## config.mk

```make
export PLATFORM = sky130hd
export DESIGN_NAME = battery_trimmed_mean_level_top
export DESIGN_NICKNAME = d
export VERILOG_FILES = /design/src/sv/btml_pkg.sv /design/src/sv/battery_trimmed_mean_level_top.sv /design/src/sv/btml_acc.sv /design/src/sv/btml_div.sv
export SDC_FILE = /design/constraint.sdc
export NUM_CORES = 1
export LEC_CHECK = 0
export BUFFER_PORTS_ARGS = -buffer_cell sky130_fd_sc_hd__buf_2
export CORE_UTILIZATION = 57
export DETAILED_ROUTE_END_ITERATION = 12
export GPL_TIMING_DRIVEN = 0
export PLACE_DENSITY = 0.79
export SYNTH_ARGS = -nofsm -noshare
export SYNTH_HDL_FRONTEND = slang
export SYNTH_HIERARCHICAL = 1
export SYNTH_SLANG_ARGS = --single-unit
```

## constraint.sdc

```tcl
create_clock -name i_clk -period 3.9 [get_ports i_clk]
set_input_delay 0.585 -clock i_clk [delete_from_list [all_inputs] [get_ports i_clk]]
set_output_delay 0.585 -clock i_clk [all_outputs]
set_load 0.01 [all_outputs]
```

## src/sv/btml_pkg.sv

```systemverilog
// ---------------------------------------------------------------------------
// btml_pkg
// Types, constants and level tables of the battery trimmed mean level block.
// ---------------------------------------------------------------------------
package btml_pkg;

    // Field widths.
    localparam int ADC_W = 12;
    localparam int LVL_W = 7;
    localparam int CFG_W = 5;
    localparam int ADC_MAX = (1 << ADC_W) - 1;

    // Batch size limit and the widths that follow from it.
    localparam int MAX_SAMPLES = 16;
    localparam int MIN_SAMPLES = 2;
    localparam int CNT_W = $clog2(MAX_SAMPLES + 1);
    localparam int SUM_W = $clog2(MAX_SAMPLES * ADC_MAX + 1);
    localparam int DVS_RAW_W = $clog2(MAX_SAMPLES - 1);
    localparam int DVS_W = (DVS_RAW_W > 2) ? DVS_RAW_W : 2;
    localparam int STEP_W = $clog2(SUM_W + 1);

    localparam logic [CFG_W-1:0] CFG_RESET = CFG_W'(10);

    // Plain table used for the first level after reset.
    localparam int PLAIN_FULL = 2050;
    localparam int PLAIN_EMPTY = 1600;
    localparam int PLAIN_BASE = 1550;

    // Banded table with dead zones used for later levels.
    localparam int BAND_FULL = 2060;
    localparam int BAND_EMPTY = 1590;
    localparam int BAND_BASE = 1560;
    localparam int BAND_SPAN = 30;

    localparam int LVL_STEP = 50;
    localparam int LVL_BANDS = 9;
    localparam int LVL_UNIT = 10;
    localparam int LVL_TOP = 100;

    // Control sequencer states.
    typedef enum logic [1:0] {
        ST_IDLE,
        ST_DIV,
        ST_LVL
    } t_state;

    // Batch totals from the accumulator.
    typedef struct packed {
        logic             close;
        logic [CNT_W-1:0] cnt;
        logic [SUM_W-1:0] sum;
        logic [ADC_W-1:0] min_val;
        logic [ADC_W-1:0] max_val;
    } t_batch;

    // Divider request and response.
    typedef struct packed {
        logic             start;
        logic [SUM_W-1:0] dividend;
        logic [DVS_W-1:0] divisor;
    } t_div_req;

    typedef struct packed {
        logic             done;
        logic [SUM_W-1:0] quotient;
    } t_div_rsp;

    // Level from the plain 50-count band table.
    function automatic logic [LVL_W-1:0] plain_level(input logic [ADC_W-1:0] m);
        logic [LVL_W-1:0] lvl;
        lvl = '0;
        if (m >= PLAIN_FULL) begin
            lvl = LVL_W'(LVL_TOP);
        end else if (m >= PLAIN_EMPTY) begin
            for (int k = 1; k <= LVL_BANDS; k++) begin
                if (m >= PLAIN_BASE + LVL_STEP * k) begin
                    lvl = LVL_W'(LVL_UNIT * k);
                end
            end
        end
        return lvl;
    endfunction

    // Level from the banded table; a mean in a dead zone keeps the previous level.
    function automatic logic [LVL_W-1:0] banded_level(input logic [ADC_W-1:0] m,
                                                      input logic [LVL_W-1:0] prev);
        logic [LVL_W-1:0] lvl;
        lvl = prev;
        if (m >= BAND_FULL) begin
            lvl = LVL_W'(LVL_TOP);
        end else if (m <= BAND_EMPTY) begin
            lvl = '0;
        end else begin
            for (int k = 1; k <= LVL_BANDS; k++) begin
                if (m >= BAND_BASE + LVL_STEP * k &&
                    m <= BAND_BASE + LVL_STEP * k + BAND_SPAN) begin
                    lvl = LVL_W'(LVL_UNIT * k);
                end
            end
        end
        return lvl;
    endfunction

endpackage

```

## src/sv/battery_trimmed_mean_level_top.sv

```systemverilog
// ---------------------------------------------------------------------------
// battery_trimmed_mean_level_top
// Battery level estimator: trimmed mean of a batch of ADC samples, mapped to
// a percent in steps of ten with hysteresis.
// ---------------------------------------------------------------------------
// Samples are taken while the input is not stalled. The sample that completes
// a batch starts a bit-serial divide of the trimmed sum by the number of samples
// kept, one quotient bit per cycle; the block takes no new sample from the batch
// close through the divide, the level lookup and the output load. Results wait
// in an output register until taken.
module battery_trimmed_mean_level_top
    import btml_pkg::*;
(
    input  logic             i_clk,
    input  logic             i_rst_n,
    // Sample input channel.
    input  logic             i_in_valid,
    output logic             o_in_stall,
    input  logic [ADC_W-1:0] i_adc_sample,
    // Result output channel.
    output logic             o_out_valid,
    input  logic             i_out_stall,
    output logic [ADC_W-1:0] o_mean_value,
    output logic [LVL_W-1:0] o_battery_level,
    // Configuration write channel.
    input  logic             i_cfg_valid,
    output logic             o_cfg_ready,
    input  logic [CFG_W-1:0] i_cfg_sample_count
);

    t_state           r_state, n_state;
    logic [CFG_W-1:0] r_sample_count;
    logic             r_out_valid;
    logic [ADC_W-1:0] r_mean;
    logic [LVL_W-1:0] r_last_level;
    logic             r_level_known;
    logic             w_take;
    logic             w_out_load;
    logic [ADC_W-1:0] w_mean;
    logic [LVL_W-1:0] w_level;
    t_batch           w_batch;
    t_div_req         w_req;
    t_div_rsp         w_rsp;

    // Configuration register; writes are always taken.
    assign o_cfg_ready = 1'b1;

    always_ff @(posedge i_clk) begin
        if (!i_rst_n) begin
            r_sample_count <= CFG_RESET;
        end else if (i_cfg_valid) begin
            r_sample_count <= i_cfg_sample_count;
        end
    end

    // Samples are taken only while the sequencer is idle and no batch is being closed.
    assign o_in_stall = (r_state != ST_IDLE) || w_batch.close;
    assign w_take     = i_in_valid && !o_in_stall;

    btml_acc u_acc (
        .i_clk          (i_clk),
        .i_rst_n        (i_rst_n),
        .i_take         (w_take),
        .i_sample       (i_adc_sample),
        .i_sample_count (r_sample_count),
        .o_batch        (w_batch)
    );

    // Trimmed operands; a batch of two is simply halved.
    always_comb begin
        w_req.start = (r_state == ST_IDLE) && w_batch.close;
        if (w_batch.cnt >= CNT_W'(3)) begin
            w_req.dividend = w_batch.sum - SUM_W'(w_batch.min_val)
                             - SUM_W'(w_batch.max_val);
            w_req.divisor  = DVS_W'(w_batch.cnt - CNT_W'(2));
        end else begin
            w_req.dividend = w_batch.sum;
            w_req.divisor  = DVS_W'(2);
        end
    end

    btml_div u_div (
        .i_clk   (i_clk),
        .i_rst_n (i_rst_n),
        .i_req   (w_req),
        .o_rsp   (w_rsp)
    );

    // Level lookup on the finished quotient.
    assign w_mean  = w_rsp.quotient[ADC_W-1:0];
    assign w_level = r_level_known ? banded_level(w_mean, r_last_level)
                                   : plain_level(w_mean);

    // Sequencer: next state and output load.
    always_comb begin
        n_state    = r_state;
        w_out_load = 1'b0;
        case (r_state)
            ST_IDLE: begin
                if (w_batch.close) begin
                    n_state = ST_DIV;
                end
            end
            ST_DIV: begin
                if (w_rsp.done) begin
                    n_state = ST_LVL;
                end
            end
            ST_LVL: begin
                if (!r_out_valid || !i_out_stall) begin
                    w_out_load = 1'b1;
                    n_state    = ST_IDLE;
                end
            end
            default: begin
                n_state = ST_IDLE;
            end
        endcase
    end

    always_ff @(posedge i_clk) begin
        if (!i_rst_n) begin
            r_state <= ST_IDLE;
        end else begin
            r_state <= n_state;
        end
    end

    // Output register and level history.
    always_ff @(posedge i_clk) begin
        if (!i_rst_n) begin
            r_out_valid   <= 1'b0;
            r_last_level  <= '0;
            r_level_known <= 1'b0;
        end else if (w_out_load) begin
            r_out_valid   <= 1'b1;
            r_last_level  <= w_level;
            r_level_known <= 1'b1;
        end else if (!i_out_stall) begin
            r_out_valid   <= 1'b0;
        end
    end

    always_ff @(posedge i_clk) begin
        if (w_out_load) begin
            r_mean <= w_mean;
        end
    end

    assign o_out_valid     = r_out_valid;
    assign o_mean_value    = r_mean;
    assign o_battery_level = r_last_level;

endmodule

```

## src/sv/btml_acc.sv

```systemverilog
// ---------------------------------------------------------------------------
// btml_acc
// Sample accumulator: running sum, minimum, maximum and count of one batch.
// ---------------------------------------------------------------------------
module btml_acc
    import btml_pkg::*;
(
    input  logic             i_clk,
    input  logic             i_rst_n,
    input  logic             i_take,
    input  logic [ADC_W-1:0] i_sample,
    input  logic [CFG_W-1:0] i_sample_count,
    output t_batch           o_batch
);

    logic [CNT_W-1:0] r_cnt, n_cnt;
    logic [SUM_W-1:0] r_sum, n_sum;
    logic [ADC_W-1:0] r_min, n_min;
    logic [ADC_W-1:0] r_max, n_max;
    logic             r_close, n_close;
    logic [CNT_W-1:0] w_bsize;

    // Effective batch size, clamped to the supported range.
    always_comb begin
        if (i_sample_count < MIN_SAMPLES) begin
            w_bsize = CNT_W'(MIN_SAMPLES);
        end else if (i_sample_count > MAX_SAMPLES) begin
            w_bsize = CNT_W'(MAX_SAMPLES);
        end else begin
            w_bsize = CNT_W'(i_sample_count);
        end
    end

    // Fold in a sample; a closed batch is cleared at the end of the cycle in which it is handed on.
    always_comb begin
        n_cnt   = r_cnt;
        n_sum   = r_sum;
        n_min   = r_min;
        n_max   = r_max;
        n_close = 1'b0;
        if (r_close) begin
            n_cnt = '0;
            n_sum = '0;
            n_min = ADC_W'(ADC_MAX);
            n_max = '0;
        end else if (i_take) begin
            n_cnt = r_cnt + 1'b1;
            n_sum = r_sum + SUM_W'(i_sample);
            if (i_sample < r_min) begin
                n_min = i_sample;
            end
            if (i_sample > r_max) begin
                n_max = i_sample;
            end
            n_close = (n_cnt >= w_bsize);
        end
    end

    always_ff @(posedge i_clk) begin
        if (!i_rst_n) begin
            r_cnt   <= '0;
            r_sum   <= '0;
            r_min   <= ADC_W'(ADC_MAX);
            r_max   <= '0;
            r_close <= 1'b0;
        end else begin
            r_cnt   <= n_cnt;
            r_sum   <= n_sum;
            r_min   <= n_min;
            r_max   <= n_max;
            r_close <= n_close;
        end
    end

    assign o_batch.close   = r_close;
    assign o_batch.cnt     = r_cnt;
    assign o_batch.sum     = r_sum;
    assign o_batch.min_val = r_min;
    assign o_batch.max_val = r_max;

endmodule

```

## src/sv/btml_div.sv

```systemverilog
// ---------------------------------------------------------------------------
// btml_div
// Bit-serial restoring divider, one quotient bit per cycle.
// ---------------------------------------------------------------------------
module btml_div
    import btml_pkg::*;
(
    input  logic     i_clk,
    input  logic     i_rst_n,
    input  t_div_req i_req,
    output t_div_rsp o_rsp
);

    logic [SUM_W-1:0]  r_quo;
    logic [DVS_W-1:0]  r_rem;
    logic [DVS_W-1:0]  r_dvs;
    logic [STEP_W-1:0] r_step;
    logic              r_busy;
    logic              r_done;
    logic [DVS_W:0]    w_trial;
    logic              w_ge;
    logic [DVS_W-1:0]  w_rem;

    // Shift the next dividend bit into the remainder and try the subtraction.
    always_comb begin
        w_trial = {r_rem, r_quo[SUM_W-1]};
        w_ge    = (w_trial >= {1'b0, r_dvs});
        if (w_ge) begin
            w_rem = DVS_W'(w_trial - {1'b0, r_dvs});
        end else begin
            w_rem = w_trial[DVS_W-1:0];
        end
    end

    // Control: step count and completion pulse.
    always_ff @(posedge i_clk) begin
        if (!i_rst_n) begin
            r_busy <= 1'b0;
            r_step <= '0;
            r_done <= 1'b0;
        end else begin
            r_done <= r_busy && (r_step == STEP_W'(1));
            if (i_req.start) begin
                r_busy <= 1'b1;
                r_step <= STEP_W'(SUM_W);
            end else if (r_busy) begin
                r_step <= r_step - 1'b1;
                if (r_step == STEP_W'(1)) begin
                    r_busy <= 1'b0;
                end
            end
        end
    end

    // Data path: the dividend shifts out as the quotient shifts in.
    always_ff @(posedge i_clk) begin
        if (i_req.start) begin
            r_quo <= i_req.dividend;
            r_rem <= '0;
            r_dvs <= i_req.divisor;
        end else if (r_busy) begin
            r_quo <= {r_quo[SUM_W-2:0], w_ge};
            r_rem <= w_rem;
        end
    end

    assign o_rsp.done     = r_done;
    assign o_rsp.quotient = r_quo;

endmodule

```

# Yosys cells after proc, flatten, opt, wreduce, memory -nomap -nowiden
# Index checks and enable logic that the tools add are counted.
[totals]
register_bits = 105
input_bits = 22
output_inout_bits = 22
wordCells = 140
[op_classes]
add_sub_neg = 7
magnitude_cmp = 37
n_eq_ne = 8
mux = 41
bitwise = 2
n_reduce_logical = 27
[ops]
columns = ["op", "n"]
rows = [
  ["$ge 12x11->1 const B", 18],
  ["$mux 7", 21],
  ["$le 12x11->1 const B", 10],
  ["$mux 16", 2],
  ["$sub 16x12->16", 2],
  ["$mux 5", 5],
  ["$ge 12x12->1 const B", 2],
  ["$mux 20", 1],
  ["$add 16x12->16", 1],
  ["$gt 12x12->1", 1],
  ["$logic_and 1x1->1", 12],
  ["$lt 12x12->1", 1],
  ["$ne 12x1->1 const B", 1],
  ["$mux 1", 7],
  ["$mux 2", 3],
  ["$ne 2x1->1 const B", 3],
  ["$pmux 2 s3", 1],
  ["$reduce_and 2->1", 3],
  ["$add 5x1->5 const B", 1],
  ["$eq 5x1->1 const B", 1],
  ["$ge 5x2->1 const B", 1],
  ["$ge 5x4->1", 1],
  ["$ge 5x5->1", 1],
  ["$gt 5x5->1 const B", 1],
  ["other kinds (16)", 22],
]

# Logic depth before layout (Yosys ltp)
[depth]
word_depth = 14
depth_mapped = 12
depth_no_buf = 12

# By module
# Netlist, hierarchy kept.
[modules_own_cells]
columns = ["mod", "instances", "cells_each", "area_per_inst_um2", "seq_area_each_um2"]
rows = [
  ["battery_trimmed_mean_level_top", 1, 395, 3134.3, 660.6],
  ["btml_acc", 1, 346, 2992.9, 920.9],
  ["btml_div", 1, 111, 1455.1, 820.8],
]

# Least setup slack after synthesis
# Ideal clock, no wire load.
[synth_timing]
path_kind = "register to register"
start = "register u_acc.r_max[2]"
end = "register u_div.r_quo[14] (data pin)"
setup_ns = 0.260
t_arrival_ns = 2.786
required_time_ns = 3.640
slack_ns = 0.855
path_stages_with_launch = 12
path_buffers = 0
synth_period_minus_slack_ns = 3.045
cell_sequence = "dfxtp_1 inv_1 fa_1 ha_1 nor2b_1 o31a_1 o211ai_1 a21oi_1 o311a_1 nor4_1 xor2_1 mux2_2"
[synth_lines]
columns = ["element", "line_no", "text"]
rows = [
  ["from (decl)", "btml_acc.sv:19", "logic [ADC_W-1:0] r_max, n_max;"],
  ["from (signal assigned)", "btml_acc.sv:70", "r_max <= n_max;"],
  ["to (signal assigned)", "btml_div.sv:58", "r_quo <= i_req.dividend;"],
  ["to (signal assigned)", "btml_div.sv:62", "r_quo <= {r_quo[SUM_W-2:0], w_ge};"],
  ["to (decl)", "btml_div.sv:14", "logic [SUM_W-1:0] r_quo;"],
]

==> out/results.ini <==
[final_layout]
drive_above_1_share=0.119
layout.area.seq_um2=2400
multi_input_area_um2=4660
nFillCells=1090
diodes=0
areaGrowthSynthToFinish_pct=8.84
final_nets=1003

[detailed_routing]
drtPass1Iterations=5
drc=0
wl_per_cell_um=16.2
ant_nets=0
wirelength_um=17500
routed_via_density=5.93
num_vias=6401
drt_iter0_drc=506

[worst_setup_path]
critPathArrivalTime_ns=3.41
reg2reg_slack_ns=0.59
crit_path_start_kind=register
worstSetupPathType=register to register
worstPathRequired_ns=4.00
critPathLaunch=u_acc/r_min[2]
r2r-end=u_div/r_quo[14]
cp-end-kind=register
crit_path_end=u_div/r_quo[14]
crit_path_max_fanout=4
r2r_start=u_acc/r_min[2]
r2r_cells=11

[timing]
min_period_ns=3.31
maxSlewHeadroom=0.289
final-hold-violation-count=0
worstMarginPinSlew_ns=1.07
rsz0062_at_grt=false
whs_ns=0.456
finalClockSkew_ns=0.00630
fmax_mhz=302
period_share=0.849
finalSetupViolations=0
fin_ws_ns=0.590
timing.setup.tns_ns=0
timing_max_transition_violations_final=0

[synth]
syn_avg_cell_area_um2=8.90
synth_top_cell_by_area=dfxtp_1
syn_area_um2=7580
synth_edf_count=32
ys.flop_type=dfxtp_1
synthCells=852
ys_top_cells_by_area=dfxtp_1 19%, edfxtp_1 13%, ha_1 11%, mux2i_1 3.8%, a21oi_1 3.7%
synth_top_cell_area_share=0.190
async_flop_share=0
synth_fp_nets=952
ys_seq_elements=104
synthDistinctLibCells=85
synth_seq_area_share=0.317
synth_warnings=6

[floorplanning]
fp.dieW_um=117
top_level_ports=44
die_area_um2=13800
die_h_um=117
coreArea_um2=12800
start_util=0.594
row_count=41

[place]
dpl_worst_slack_ns=0.605
gp_routability_congestion=0.948
portBuffers=40
place_hpwl_um=13400

[cts]
post_cts_buffers=0
cts_resized=0
clkTransAtPathRegs_ns=0.06
tritoncts=built
numCtsBuffers=9
cts_root_buf=clkbuf_16
htreeDepth=3
hold_buffers=0
numClockSinks=104
cts_buffer_depth=2
clk_latency_ns=0.36

[global_routing]
grt_max_degree=21
grt_pass1_vias=6031
antenna_found_initial=0
track_usage=0.259
gr-total-overflow=0
grt_pass1_wl_um=28800

[job]
drv_cap=0

[worst_hold_path]
worstHoldPathType=input port to register

[power]
leakage_nw=3.50
power_frac_clock=0.237
vdd_ir_drop_max_uv=348
internal_power_mw=2.22
p_sw_mw=1.24
combPwrFrac=0.385
cellPowerDensity_nw_per_um2=419
switching_share=0.359
seqPwrFrac=0.378

[run_status]
status=finished, final reports clean

==> worst min-delay path by stage <==
stage,startpoint,end,slack (ns),cells after the start
finish,i_cfg_sample_count[3],r_sample_count[3],0.46,3
global route,i_cfg_sample_count[3],r_sample_count[3],0.47,3
CTS,i_cfg_sample_count[1],r_sample_count[1],0.45,3
detailed placement,o_battery_level[5],o_battery_level[5],0.46,2
global placement,u_div/r_rem[3],u_div/r_rem[3],0.44,2
floorplan,u_div/r_rem[3],u_div/r_rem[3],0.43,2
==> cells in the mapped netlist (all sizes together) (17+ instances only) <==
library cell and n:
nor2 67, inv 71, nand3 30, edfxtp 32
dfxtp 72, nand2 67, a21oi 57, mux2 17
o21ai 29, buf 24, mux2i 29, nand4 17
o211ai 19, ha 64, clkbuf 23, xnor2 18
==> placed cells by master, fill, tap and decap left out, types with 16 or more instances in the layout <==
cell | netlist | layout
ha_1 | 64 | 64
o211ai_1 | 19 | 19
a21oi_1 | 56 | 56
o21ai_0 | 28 | 28
nand3_1 | 30 | 30
dfxtp_1 | 72 | 72
nand2_1 | 66 | 66
nand4_1 | 16 | 16
inv_1 | 71 | 71
edfxtp_1 | 32 | 32
nor2_1 | 67 | 67
clkbuf_1 | 23 | 25
mux2_2 | 17 | 17
xnor2_1 | 18 | 18
mux2i_1 | 29 | 29
buf_2 | 8 | 48
==> sequential cells by signal (all words and copies together) (netlist names), 2 cells and up <==
name and count:
u_acc/r_min 12, o_battery_level 6, r_sample_count 5, u_div/r_rem 4, u_div/r_dvs 4, o_mean_value 12, u_acc/r_cnt 5, u_acc/r_max 12
u_div/r_quo 16, r_state 2, u_acc/r_sum 16, u_div/r_step 5
==> area by class of cell <==
| class | count | area share |
|---|---|---|
| flip-flops and latches | 104 | 0.291 |
| inverters | 72 | 0.0327 |
| clock buffers | 11 | 0.0282 |
| repair buffers | 40 | 0.0243 |
| plain buffers | 47 | 0.0300 |
| multi-input cells | 629 | 0.565 |
| well taps | 172 | 0.0261 |
| clock inverters | 5 | 0.00273 |
==> critical path, stage by stage (launching register included) <==
cell,delay [ns]
dfxtp_1,0.35
inv_1,0.09
fa_1,0.45
ha_1,0.36
nor2b_1,0.16
o31a_1,0.27
o211ai_1,0.22
a21oi_1,0.14
o311a_1,0.40
nor4_1,0.23
xor2_1,0.10
mux2_2,0.28
==> kinds of logic (layout without fill, tap and decap cells) <==
group	Yosys count	after routing	share of synthesized area
AO/OA/AOI/OAI	197	197	0.180
XOR/XNOR	33	33	0.0381
adder cells (fa/ha/maj)	78	78	0.143
buffers and inverters	119	175	0.0683
flip-flops	104	104	0.317
multiplexers	46	46	0.0635
other	2	2	0.000990
AND/OR/NAND/NOR	273	273	0.189
==> metrics by stage <==
step | util | std cells | power [mW] | area [µm²]
final | 0.646 | 1080 | 3.46 | 8250
after global routing | 0.646 | 1080 | 3.70 | 8250
after CTS | 0.646 | 1080 | 3.47 | 8250
after detailed placement | 0.626 | 1064 | 2.64 | 8000
after global placement | 0.626 | 1064 | 2.61 | 8000
after floorplan | - | 852 | 2.35 | 7580
==> per-layer routing <==
metal  up-vias  track usage  wire [µm]
met4         0        0.125        532
met2       189        0.428       8310
met3        37       0.0486        895
met1      3004        0.325       7790
met5         -            0          0
li1       3171            -          -
==> power groups by stage <==
stage / clock (mW) / sequential, mW / combinational, mW
3_5_place_dp: 0 / 1.33 / 1.31
5_1_grt: 0.890 / 1.32 / 1.49
3_3_place_gp: 0 / 1.32 / 1.29
4_1_cts: 0.836 / 1.31 / 1.33
6_report: 0.819 / 1.31 / 1.33
2_1_floorplan: 0 / 1.29 / 1.06
(Power assumes the default switching activity.)
